--- config.mk ---
export PLATFORM = sky130hd
export DESIGN_NAME = clipmap_toroidal_update_regions
export DESIGN_NICKNAME = d
export VERILOG_FILES = /design/src/hw/rtl/ctu_pkg.sv /design/src/hw/rtl/ctu_front.sv /design/src/hw/rtl/ctu_queue.sv /design/src/hw/rtl/ctu_back.sv /design/src/hw/rtl/clipmap_toroidal_update_regions.sv
export SDC_FILE = /design/constraint.sdc
export NUM_CORES = 2
export LEC_CHECK = 0
export ABC_AREA = 1
export BUFFER_PORTS_ARGS = -buffer_cell sky130_fd_sc_hd__buf_4
export CAP_MARGIN = 20
export CORE_AREA = 2 2 543 437
export CTS_BUF_LIST = sky130_fd_sc_hd__clkbuf_2
export DETAILED_ROUTE_END_ITERATION = 8
export DIE_AREA = 0 0 545 439
export GPL_TIMING_DRIVEN = 0
export REMOVE_ABC_BUFFERS = 1
export SLEW_MARGIN = 10
export SYNTH_ARGS = -nofsm -noshare
export SYNTH_HDL_FRONTEND = slang
export SYNTH_SLANG_ARGS = --single-unit
--- constraint.sdc ---
create_clock -name i_clk -period 11.3 [get_ports i_clk]
set_input_delay 1.13 -clock i_clk [delete_from_list [all_inputs] [get_ports i_clk]]
set_output_delay 1.13 -clock i_clk [all_outputs]
set_load 0.1 [all_outputs]
--- src/hw/rtl/ctu_pkg.sv ---
// shared types for the clipmap toroidal update block
`default_nettype none
package ctu_pkg;

    typedef struct packed {
        logic [2:0]         level_index;
        logic signed [31:0] offset_x;
        logic signed [31:0] offset_y;
    } t_in;

    typedef struct packed {
        logic [7:0]         tile_col;
        logic [7:0]         tile_row;
        logic [8:0]         span_w;
        logic [8:0]         span_h;
        logic signed [31:0] origin_x;
        logic signed [31:0] origin_y;
        logic [2:0]         region_level;
        logic               last;
    } t_out;

    typedef struct packed {
        logic [2:0]         lvl;
        logic signed [31:0] sx;
        logic signed [31:0] sy;
        logic signed [31:0] ox;
        logic signed [31:0] oy;
        logic               full;
        logic               dx_neg;
        logic               dy_neg;
    } t_job;

    localparam int unsigned SLOTS = 8;

endpackage
`default_nettype wire

--- src/hw/rtl/ctu_front.sv ---
// front end: level state, origin compare and job classification
`default_nettype none
module ctu_front #(
    parameter int LEVEL_SIZE  = 256,
    parameter int LEVEL_COUNT = 8
) (
    input  wire logic        i_clk,
    input  wire logic        i_rst_n,
    input  wire logic        i_in_valid,
    input  wire ctu_pkg::t_in i_in_data,
    output logic             o_in_stall,
    input  wire logic        i_q_full,
    output logic             o_push,
    output ctu_pkg::t_job    o_job
);
    import ctu_pkg::*;

    localparam int LVW = (LEVEL_COUNT > 1) ? $clog2(LEVEL_COUNT) : 1;
    localparam logic signed [32:0] S33 = 33'(LEVEL_SIZE);

    logic signed [31:0] r_wx [LEVEL_COUNT];
    logic signed [31:0] r_wy [LEVEL_COUNT];
    logic [LEVEL_COUNT-1:0] r_need;

    logic [LVW-1:0] idx;
    logic in_range, acc, changed, big;
    logic signed [31:0] sx, sy, ox, oy;
    logic signed [32:0] dx, dy;

    assign o_in_stall = i_q_full;
    assign acc = i_in_valid && !i_q_full;
    assign in_range = 32'(i_in_data.level_index) < LEVEL_COUNT;
    assign idx = LVW'(i_in_data.level_index);

    always_comb begin
        sx = i_in_data.offset_x >>> i_in_data.level_index;
        sy = i_in_data.offset_y >>> i_in_data.level_index;
        ox = r_wx[idx];
        oy = r_wy[idx];
        dx = {sx[31], sx} - {ox[31], ox};
        dy = {sy[31], sy} - {oy[31], oy};
        big = (dx >= S33) || (dx <= -S33) || (dy >= S33) || (dy <= -S33);
        changed = (sx != ox) || (sy != oy) || r_need[idx];
        o_push = acc && in_range && changed;
        o_job.lvl    = i_in_data.level_index;
        o_job.sx     = sx;
        o_job.sy     = sy;
        o_job.ox     = ox;
        o_job.oy     = oy;
        o_job.full   = big || r_need[idx];
        o_job.dx_neg = dx[32];
        o_job.dy_neg = dy[32];
    end

    always_ff @(posedge i_clk) begin
        if (!i_rst_n) begin
            r_need <= '1;
            for (int i = 0; i < LEVEL_COUNT; i++) begin
                r_wx[i] <= '0;
                r_wy[i] <= '0;
            end
        end else if (acc && in_range) begin
            r_wx[idx]   <= sx;
            r_wy[idx]   <= sy;
            r_need[idx] <= 1'b0;
        end
    end

endmodule
`default_nettype wire

--- src/hw/rtl/ctu_queue.sv ---
// two-entry job queue between front and back
`default_nettype none
module ctu_queue (
    input  wire logic          i_clk,
    input  wire logic          i_rst_n,
    input  wire logic          i_push,
    input  wire ctu_pkg::t_job i_job,
    output logic               o_full,
    input  wire logic          i_pop,
    output logic               o_empty,
    output ctu_pkg::t_job      o_head
);
    import ctu_pkg::*;

    t_job       r_mem [2];
    logic       r_wp, r_rp;
    logic [1:0] r_cnt;

    assign o_full  = r_cnt == 2'd2;
    assign o_empty = r_cnt == 2'd0;
    assign o_head  = r_mem[r_rp];

    always_ff @(posedge i_clk) begin
        if (!i_rst_n) begin
            r_wp  <= 1'b0;
            r_rp  <= 1'b0;
            r_cnt <= 2'd0;
        end else begin
            if (i_push) begin
                r_mem[r_wp] <= i_job;
                r_wp <= !r_wp;
            end
            if (i_pop) r_rp <= !r_rp;
            r_cnt <= r_cnt + 2'(i_push) - 2'(i_pop);
        end
    end

endmodule
`default_nettype wire

--- src/hw/rtl/ctu_back.sv ---
// back end: builds the refresh rectangles of one job and emits one per cycle while the output is not stalled
`default_nettype none
module ctu_back #(
    parameter int LEVEL_SIZE = 256
) (
    input  wire logic          i_clk,
    input  wire logic          i_rst_n,
    input  wire logic          i_q_empty,
    input  wire ctu_pkg::t_job i_head,
    output logic               o_pop,
    output logic               o_out_valid,
    output ctu_pkg::t_out      o_out_data,
    input  wire logic          i_out_stall
);
    import ctu_pkg::*;

    localparam int LG = $clog2(LEVEL_SIZE);
    localparam logic [31:0] S32  = 32'(LEVEL_SIZE);
    localparam logic [31:0] MSK  = 32'(LEVEL_SIZE - 1);
    localparam logic [LG:0] SLG  = (LG + 1)'(LEVEL_SIZE);

    typedef struct packed {
        logic [LG-1:0] tx;
        logic [LG-1:0] ty;
        logic [LG:0]   sw;
        logic [LG:0]   sh;
        logic [31:0]   ox;
        logic [31:0]   oy;
    } t_cand;

    function automatic t_cand mk(input logic [LG-1:0] tx, input logic [LG-1:0] ty,
                                 input logic [LG:0] sw, input logic [LG:0] sh,
                                 input logic [31:0] ox, input logic [31:0] oy);
        t_cand c;
        c.tx = tx; c.ty = ty; c.sw = sw; c.sh = sh; c.ox = ox; c.oy = oy;
        return c;
    endfunction

    t_job        r_job;
    logic        r_busy;
    logic [7:0]  r_done;
    logic        r_ov;
    t_out        r_out;

    t_cand       cand [SLOTS];
    logic [7:0]  mask, pend, rest;
    logic [2:0]  sel;
    logic [LG-1:0] wx, wy, owx, owy, z;
    logic [LG:0] cwx, cwy, cowx, cowy, adx, ady, z1;
    logic        wdx_neg, wdy_neg;
    logic [31:0] sx, sy, ox, oy, bx, by, oby, bxs, bys, obys, oxs, oys, bxo, byo;
    logic        out_free, emit;

    always_comb begin
        z  = '0;
        z1 = '0;
        sx = r_job.sx; sy = r_job.sy; ox = r_job.ox; oy = r_job.oy;
        wx = sx[LG-1:0]; wy = sy[LG-1:0];
        owx = ox[LG-1:0]; owy = oy[LG-1:0];
        bx = sx & ~MSK; by = sy & ~MSK; oby = oy & ~MSK;
        bxs = bx + S32; bys = by + S32; obys = oby + S32;
        oxs = ox + S32; oys = oy + S32;
        bxo = bx + 32'(owx); byo = by + 32'(owy);
        cwx = SLG - (LG + 1)'(wx); cwy = SLG - (LG + 1)'(wy);
        cowx = SLG - (LG + 1)'(owx); cowy = SLG - (LG + 1)'(owy);
        wdx_neg = wx < owx; wdy_neg = wy < owy;
        adx = wdx_neg ? (LG + 1)'(owx - wx) : (LG + 1)'(wx - owx);
        ady = wdy_neg ? (LG + 1)'(owy - wy) : (LG + 1)'(wy - owy);
        for (int k = 0; k < SLOTS; k++) cand[k] = mk(z, z, z1, z1, '0, '0);
        if (r_job.full) begin
            cand[0] = mk(z, z, (LG + 1)'(wx), (LG + 1)'(wy), bxs, bys);
            cand[1] = mk(wx, z, cwx, (LG + 1)'(wy), sx, bys);
            cand[2] = mk(z, wy, (LG + 1)'(wx), cwy, bxs, sy);
            cand[3] = mk(wx, wy, cwx, cwy, sx, sy);
        end else begin
            unique case ({wdx_neg, r_job.dx_neg})
                2'b00: begin
                    cand[0] = mk(owx, z, adx, (LG + 1)'(owy), oxs, obys);
                    cand[1] = mk(owx, owy, adx, cowy, oxs, oy);
                end
                2'b11: begin
                    cand[0] = mk(wx, z, adx, (LG + 1)'(owy), sx, obys);
                    cand[1] = mk(wx, owy, adx, cowy, sx, oy);
                end
                2'b10: begin
                    cand[0] = mk(z, z, (LG + 1)'(wx), (LG + 1)'(owy), bxs, obys);
                    cand[1] = mk(owx, z, cowx, (LG + 1)'(owy), bxo, obys);
                    cand[2] = mk(z, owy, (LG + 1)'(wx), cowy, bxs, oy);
                    cand[3] = mk(owx, owy, cowx, cowy, bxo, oy);
                end
                default: begin
                    cand[0] = mk(z, z, (LG + 1)'(owx), (LG + 1)'(owy), bxs, obys);
                    cand[1] = mk(wx, z, cwx, (LG + 1)'(owy), sx, obys);
                    cand[2] = mk(z, owy, (LG + 1)'(owx), cowy, bxs, oy);
                    cand[3] = mk(wx, owy, cwx, cowy, sx, oy);
                end
            endcase
            unique case ({wdy_neg, r_job.dy_neg})
                2'b00: begin
                    cand[4] = mk(z, owy, (LG + 1)'(wx), ady, bxs, oys);
                    cand[5] = mk(wx, owy, cwx, ady, sx, oys);
                end
                2'b11: begin
                    cand[4] = mk(z, wy, (LG + 1)'(wx), ady, bxs, sy);
                    cand[5] = mk(wx, wy, cwx, ady, sx, sy);
                end
                2'b10: begin
                    cand[4] = mk(z, z, (LG + 1)'(wx), (LG + 1)'(wy), bxs, bys);
                    cand[5] = mk(z, owy, (LG + 1)'(wx), cowy, bxs, byo);
                    cand[6] = mk(wx, z, cwx, (LG + 1)'(wy), sx, bys);
                    cand[7] = mk(wx, owy, cwx, cowy, sx, byo);
                end
                default: begin
                    cand[4] = mk(z, z, (LG + 1)'(wx), (LG + 1)'(owy), bxs, bys);
                    cand[5] = mk(z, wy, (LG + 1)'(wx), cwy, bxs, sy);
                    cand[6] = mk(wx, z, cwx, (LG + 1)'(owy), sx, bys);
                    cand[7] = mk(wx, wy, cwx, cwy, sx, sy);
                end
            endcase
        end
        for (int k = 0; k < SLOTS; k++) mask[k] = (cand[k].sw != '0) && (cand[k].sh != '0);
        pend = mask & ~r_done;
        sel = 3'd0;
        for (int k = SLOTS - 1; k >= 0; k--) if (pend[k]) sel = 3'(k);
        rest = pend & ~(8'd1 << sel);
    end

    assign out_free = !r_ov || !i_out_stall;
    assign emit = r_busy && out_free && (pend != '0);
    assign o_pop = !r_busy && !i_q_empty;
    assign o_out_valid = r_ov;
    assign o_out_data = r_out;

    always_ff @(posedge i_clk) begin
        if (!i_rst_n) begin
            r_busy <= 1'b0;
            r_ov   <= 1'b0;
            r_done <= '0;
        end else begin
            if (o_pop) begin
                r_job  <= i_head;
                r_done <= '0;
                r_busy <= 1'b1;
            end else if (r_busy && pend == '0) begin
                // job produced no rectangle
                r_busy <= 1'b0;
            end else if (emit) begin
                r_done[sel] <= 1'b1;
                if (rest == '0) r_busy <= 1'b0;
            end
            if (out_free) begin
                r_ov <= emit;
                r_out.tile_col     <= 8'(cand[sel].tx);
                r_out.tile_row     <= 8'(cand[sel].ty);
                r_out.span_w       <= 9'(cand[sel].sw);
                r_out.span_h       <= 9'(cand[sel].sh);
                r_out.origin_x     <= cand[sel].ox;
                r_out.origin_y     <= cand[sel].oy;
                r_out.region_level <= r_job.lvl;
                r_out.last         <= rest == '0;
            end
        end
    end

endmodule
`default_nettype wire

--- src/hw/rtl/clipmap_toroidal_update_regions.sv ---
// path: an accepted request is written into the job queue, then popped into the back-end
// job register, and its rectangles are registered at the output; throughput: one rectangle
// per cycle while the output is not stalled, with the next request loaded into the back end
// between jobs; the front takes one per cycle until the two-entry job queue fills
// reset: every level origin is zero and every level is marked for full refresh
`default_nettype none
module clipmap_toroidal_update_regions #(
    parameter int LEVEL_SIZE  = 256,
    parameter int LEVEL_COUNT = 8
) (
    input  wire logic          i_clk,
    input  wire logic          i_rst_n,
    input  wire logic          i_in_valid,
    input  wire ctu_pkg::t_in  i_in_data,
    output logic               o_in_stall,
    output logic               o_out_valid,
    output ctu_pkg::t_out      o_out_data,
    input  wire logic          i_out_stall
);
    import ctu_pkg::*;

    logic q_full, q_empty, push, pop;
    t_job job, head;

    ctu_front #(.LEVEL_SIZE(LEVEL_SIZE), .LEVEL_COUNT(LEVEL_COUNT)) u_front (
        .i_clk, .i_rst_n, .i_in_valid, .i_in_data, .o_in_stall,
        .i_q_full(q_full), .o_push(push), .o_job(job)
    );

    ctu_queue u_queue (
        .i_clk, .i_rst_n, .i_push(push), .i_job(job), .o_full(q_full),
        .i_pop(pop), .o_empty(q_empty), .o_head(head)
    );

    ctu_back #(.LEVEL_SIZE(LEVEL_SIZE)) u_back (
        .i_clk, .i_rst_n, .i_q_empty(q_empty), .i_head(head), .o_pop(pop),
        .o_out_valid, .o_out_data, .i_out_stall
    );

endmodule
`default_nettype wire
# Yosys cells after proc, flatten, opt, wreduce, memory -nomap -nowiden
# Memories as Yosys holds them, arrays and structs flattened. A register that Yosys moved wholly into a read port is not among the register bits.
# Index checks and enable logic that the tools add are counted.
totals:
  ff_bits: 124
  ramBits: 780
  memories: 3
op_classes:
  n_lt_le_gt_ge: 11
  n_addsub: 19
  reduce_logical: 63
  mux: 42
  n_bitwise: 10
  eq_ne: 7
  shift: 3
memory_table:
  columns: ["memory", "words", "word_bits", "rd", "rd_clocked_by_memory_dff", "write_ports", "line", "text"]
  rows:
  - ["u_queue.r_mem", 2, 134, 1, 1, 1, "ctu_queue.sv:15", "t_job r_mem [2];"]
  - ["u_front.r_wx", 8, 32, 1, 0, 8, "ctu_front.sv:21", "logic signed [31:0] r_wx [LEVEL_COUNT];"]
  - ["u_front.r_wy", 8, 32, 1, 0, 8, "ctu_front.sv:22", "logic signed [31:0] r_wy [LEVEL_COUNT];"]
op_table:
  columns: ["op", "count"]
  rows:
  - ["$pmux 196 s3", 1]
  - ["$pmux 188 s3", 1]
  - ["$mux 392", 1]
  - ["$pmux 196 s2", 1]
  - ["$mux 384", 1]
  - ["$pmux 188 s2", 1]
  - ["$bmux 98 s3", 1]
  - ["$mux 98", 2]
  - ["$add 32x9->32 const B", 5]
  - ["$reduce_bool 9->1", 16]
  - ["$ge 33x10->1 const B", 2]
  - ["$le 33x9->1 const B", 2]
  - ["$sub 32x32->33", 2]
  - ["$add 32x8->32", 2]
  - ["$mux 32", 2]
  - ["$ne 32x32->1", 2]
  - ["$reduce_or 32->1", 2]
  - ["$sshr 32x3->32", 2]
  - ["$sub 8x8->9", 4]
  - ["$sub 9x8->9 const A", 4]
  - ["$mux 3", 10]
  - ["$and 8x8->8", 3]
  - ["$not 8->8", 3]
  - ["$mux 9", 2]
  - ["23 further kinds", 83]

# Depth between registers and ports, before layout
logic_depth:
  word_depth: 24
  ltp_mapped: 33
  mapped_depth_nobuf: 31

# Cells and area by module
# From an unflattened synthesis, not the netlist that was laid out.
hier_totals:
  cells_unflattened: 6984
  hier_area_um2: 60215.3
modules_own_cells:
  columns: ["module", "seq_area_each_um2", "cells_per_inst", "area_each_um2", "instances"]
  rows:
  - ["ctu_front", 15534.9, 3407, 29198.0, 1]
  - ["ctu_back", 6806.5, 3128, 20881.3, 1]
  - ["ctu_queue", 8147.8, 449, 10136.0, 1]

# Least setup slack after synthesis
# Ideal clock, no wire load.
synth_path:
  path_kind: "input-to-reg"
  from: "in i_in_data[64] in the netlist's numbering"
  to: "mem u_queue.r_mem[1][0] in the netlist's numbering, enable pin"
  path_stages: 21
  arrival_ns: 9.623
  n_path_buf: 6
  path_slack_ns: 1.048
  required_time_ns: 10.672
  setup_time_ns: 0.628
  path_cell_list: "clkbuf_1 inv_1 clkbuf_1 nor3_1 clkbuf_1 buf_1 clkbuf_1 a22oi_1 nand4_1 inv_1 ha_1 clkbuf_1 nand2_1 nor2_1 inv_1 nor2_1 nand3_1 nor4_1 a21oi_1 inv_1 nor2_1"
synth_rtl:
  columns: ["element", "line", "text"]
  rows:
  - ["start: declaration", "clipmap_toroidal_update_regions.sv:14", "input wire ctu_pkg::t_in i_in_data,"]
  - ["end: declaration", "ctu_queue.sv:15", null]

# Worst setup path after layout
layout_path:
  from: "reg u_back.r_job (netlist bit u_back.ox[3])"
  to: "reg u_back.r_out (netlist bit u_back.o_out_data[36]), data pin"
layout_between:
  elab_chain_len: 16
  elab_cells_between_ends: 32
layout_lines:
  columns: ["element", "line", "text"]
  rows:
  - ["start: declaration", "ctu_back.sv:39", "t_job r_job;"]
  - ["start signal: assignment", "ctu_back.sv:141", "r_job <= i_head;"]
  - ["$lt 8x8->1", "ctu_back.sv:66", "wdx_neg = wx < owx; wdy_neg = wy < owy;"]
  - ["$eq 2x2->1 / $logic_not 2->1 (equally long branches)", "ctu_back.sv:76", "unique case ({wdx_neg, r_job.dx_neg})"]
  - ["$reduce_or 2->1 (no source line)", null, null]
  - ["$pmux 188 s2", "ctu_back.sv:76", null]
  - ["$mux 392 (*)", "ctu_back.sv:70", "if (r_job.full) begin"]
  - ["$reduce_bool 9->1", "ctu_back.sv:121", "for (int k = 0; k < SLOTS; k++) mask[k] = (cand[k].sw != '0) && (cand[k].sh != '0);"]
  - ["$logic_and 1x1->1", "ctu_back.sv:121", null]
  - ["$and 8x8->8", "ctu_back.sv:122", "pend = mask & ~r_done;"]
  - ["$mux 3 (4 in a row)", "ctu_back.sv:124", "for (int k = SLOTS - 1; k >= 0; k--) if (pend[k]) sel = 3'(k);"]
  - ["$not 3->4 (implied by the code)", "ctu_back.sv:157", "r_out.origin_x <= cand[sel].ox;"]
  - ["$bmux 98 s3 (*)", "ctu_back.sv:157", null]
  - ["$mux 98 (*) (2 in a row)", null, null]
  - ["end: declaration", "ctu_back.sv:43", "t_out r_out;"]
# Mark *: on every way between the ends. The rest lies on a longest branch, timed or not. The select of a mux whose other input is x is not followed.
# A chain may end at the register's enable or synchronous reset.

==> run_results.csv <==
group,metric,value,unit
critical_path,worst_path_largest_cell_delay,1020,ps
floorplan,initial_core_util,0.249,
floorplan,dieHeight,439,um
cts,clkSlewWorstSetupHoldPaths,100,ps
critical_path,crit_chain,"inv_1 -> ha_1 -> nand2_2 -> inv_2 -> nand2_1 -> nand2_1 -> nand2_2 -> nand3_4 -> nand2_2 -> nand2_2 -> nand2_2 -> nand2_1 -> o21ai_1 -> nand2_1 -> nor2_1 -> a21oi_2 -> a21oi_4 -> nand2_4 -> inv_4 -> nand2_1 -> nor2_1 -> o21ai_0 -> nand4_1",
sta,finalSetupViolations,0,
logic_synthesis,postSynthCellCount,6790,
critical_path,worstSetupStartpointType,"flop",
sta,totalNegativeSetupSlack,0,ps
route,route.met2.wl,93.4,mm
layout,layout_commonest_cell,"nand2_1",
critical_path,critical_path_required,12700,ps
sta,period_needed,8690,ps
cts,cts.path.max_buffers,4,
placed_design,detailedPlacementHpwl,149,mm
cts,post_cts_buffers,0,
route,router_iterations_before_antenna_repair,6,
logic_synthesis,synth_enable_flop_cells,1000,
logic_synthesis,synth_top_family_by_area,"simple AND/OR/NAND/NOR gates",
logic_synthesis,ys_async_sr_fraction,0,
global_routing,track_usage,0.174,
critical_path,rr_startpoint,"u_back.ox[3]$_DFFE_PP_",
logic_synthesis,synth_adder_area_share,0.0249,
global_routing,antenna_found_initial,33,
placed_design,placement.setup.worst_slack,2790,ps
logic_synthesis,syn-cell-area,0.0582,sq mm
sta,hold-worst-slack,216,ps
job,cap_viol_max_count,0,
placed_design,number_of_cells_in_the_design_after_placement,9846,
sta,max_freq,0.115,GHz
layout,commonest_cells_after_routing_fill_and_taps_aside,"1798 x nand2_1, 1000 x edfxtp_1, 899 x nor2_1",
min_path,startpoint_of_the_lowest_slack_hold_path,"i_in_data[24]",
global_routing,wire_length_of_the_first_global_routing_pass,315,mm
route,routed-via-count,51100,
power_and_ir_drop,power_density,211,mW/mm^2
logic_synthesis,ys_types,63,
critical_path,worst-path-buf-inv,3,
status,outcome,"completed",
sta,worst_slew_margin_rel,0.166,
logic_synthesis,basic_gate_share_of_the_synthesized_area_counting_and_or_nand_and_nor_cells,0.238,
critical_path,cp_max_fo,68,
cts,clock_sink_count,1022,
sta,worst_slew_pin_slew,1240,ps
sta,fin_worst_skew,229,ps
cts,cts-root-buf,"clkbuf_2",
cts,insertion_delay,1810,ps
sta,unrepaired_setup_endpoints_after_global_routing,"no",
logic_synthesis,post_synth_mux_area_share,0.00138,
critical_path,worst-endpoint-arrival,10090,ps
cts,clock_tree_from_tritoncts,"done",
route,drt-total-wl,214,mm
logic_synthesis,synth-seq-area-share,0.524,
critical_path,path_delay_family,"simple AND/OR/NAND/NOR gates",
sta,fin_crit_sh,0.769,
logic_synthesis,synth-compound-area-share,0.125,
layout,net_count_reported_at_finish,7194,
floorplan,design.core.area,0.234,sq mm
placed_design,place_congestion,0.936,
route,top_layer,"met5",
placed_design,port_buffers,174,
layout,area_delta_synth_final,14.4,%
logic_synthesis,synth-seq-cells,1022,
floorplan,floorplan_die_area,0.239,sq mm
critical_path,crit_start,"u_back.ox[3]$_DFFE_PP_",
route,drc,0,
power_and_ir_drop,irDropWorstVdd,0.196,mV
layout,layout.filler_cells,24900,
route,wl_met3,20.1,mm
floorplan,placementRows,159,
logic_synthesis,synthesis.area_per_instance,8.57,sq um
route,met1_length,92.7,mm
cts,cts_max_level,5,
sta,hold_viol,0,
route,detail_route.iter0.violations,5350,
critical_path,timing.critical_path.to_type,"flop",
route,vias_per_cell,4.95,
route,postRouteAntennaNets,0,
logic_synthesis,yosys_most_used_dff,"edfxtp_1",
global_routing,grt-ovfl-total,0,
layout,post_layout_nonfiller_instances,10300,
floorplan,fp.dieW,545,um
cts,cts_inserted_buffers,283,
global_routing,number_of_global_route_vias_before_repair,49400,
layout,drive_gt1_frac,0.114,
logic_synthesis,yosys.area_share.xor_xnor,0.0193,
global_routing,pin_count_of_the_biggest_net_entering_global_routing,104,
critical_path,worst_setup_path_class,"reg -> reg",
critical_path,slowest_stage,"inv_4",
power_and_ir_drop,total_leakage_power,27.1,nW
min_path,hp-class,"in -> reg",
logic_synthesis,yosys_warnings,0,
floorplan,num_io_pins,175,
route,wl_per_cell,20.7,um
sta,final-max-slew-violation-count,0,
sta,finalWorstSetupSlack,2610,ps
==> per-stage QoR <==
stage	power (mW)	instance area, sq um	utilization
2_1_floorplan	9.21	56600	-
4_1_cts	14.1	66500	0.284
3_3_place_gp	11.4	61800	0.265
5_1_grt	14.9	66500	0.285
3_5_place_dp	11.5	64000	0.274
6_report	14.1	66500	0.285
==> registers in the layout, indices dropped and copies added, names as in the netlist, 8 cells and up <==
name and count:
u_back.sx 32, u_front.r_wx 256, u_back.oy 32, u_back.sy 32, u_back.ox 32, u_back.o_out_data 86
u_front.r_need 8, u_queue.r_mem 268, u_front.r_wy 256, u_back.r_done 8
==> timing repair <==
action	CTS	global route
hold buffers	17	0
hold endpoints to repair	74	0
gates resized for setup	0	0
==> path summary, 6_finish.rpt <==
path | to | slack (ps) | cells past startpoint
max reg2reg | u_back.o_out_data[36]$_DFFE_PP_ | 2610 | 23
min reg2reg | u_back.ox[11]$_DFFE_PP_ | 400 | 2
max | u_back.o_out_data[36]$_DFFE_PP_ | 2610 | 23
min | u_front.r_wy[5][24]$_SDFFCE_PN0P_ | 220 | 7
==> cell type report <==
class,instances,area [sq um],share of cell area
inverter,640,2450,0.0368
clock buffer,384,1920,0.0289
timing repair buffer,298,3450,0.0519
tap,3139,3930,0.0590
multi-input combinational,4766,23900,0.359
clock inverter,59,370,0.00557
sequential,1022,30500,0.458
antenna,14,35.0,0.000527
==> kinds of logic after synthesis <==
| logic type | after synthesis |
|---|---|
| buf+inv | 1002 |
| flops | 1022 |
| mux | 8 |
| fa+ha+maj | 112 |
| simple gates | 3361 |
| compound gates | 1157 |
| xor+xnor | 128 |
==> report_power, final <==
part | switching [mW] | internal (mW)
registers | 0.358 | 4.78
logic | 4.76 | 1.61
clock network | 1.53 | 1.02
==> worst register-to-register path: stages, from the launching register on <==
cell	delay, ps
edfxtp_1	600
inv_1	240
ha_1	430
nand2_2	140
inv_2	50
nand2_1	100
nand2_1	70
nand2_2	110
nand3_4	200
nand2_2	700
nand2_2	790
nand2_2	930
nand2_1	120
o21ai_1	210
nand2_1	90
nor2_1	390
a21oi_2	170
a21oi_4	300
nand2_4	440
inv_4	1030
nand2_1	660
nor2_1	230
o21ai_0	110
nand4_1	270
==> synthesized netlist by cell type, types with 56 or more instances <==
cell type,instances,share of area
nand2_1,1807,0.12
edfxtp_1,1000,0.52
nor2_1,907,0.059
inv_1,612,0.039
o21ai_0,380,0.033
nand3_1,337,0.029
a21oi_1,226,0.019
clkbuf_1,220,0.014
a22o_1,134,0.020
nand4_1,124,0.013
ha_1,106,0.023
xor2_1,103,0.016
o21ai_1,97,0.0083
a221oi_1,88,0.013
nor3_1,77,0.0066
o211ai_1,59,0.0076
buf_2,57,0.0049
buf_1,56,0.0036
==> per-layer routing <==
metal	track usage	vias up
met5	0	-
met1	0.239	24400
met4	0.0677	46
met3	0.0401	430
met2	0.265	2505
li1	-	23800
Power figures use the tool's default switching activity.
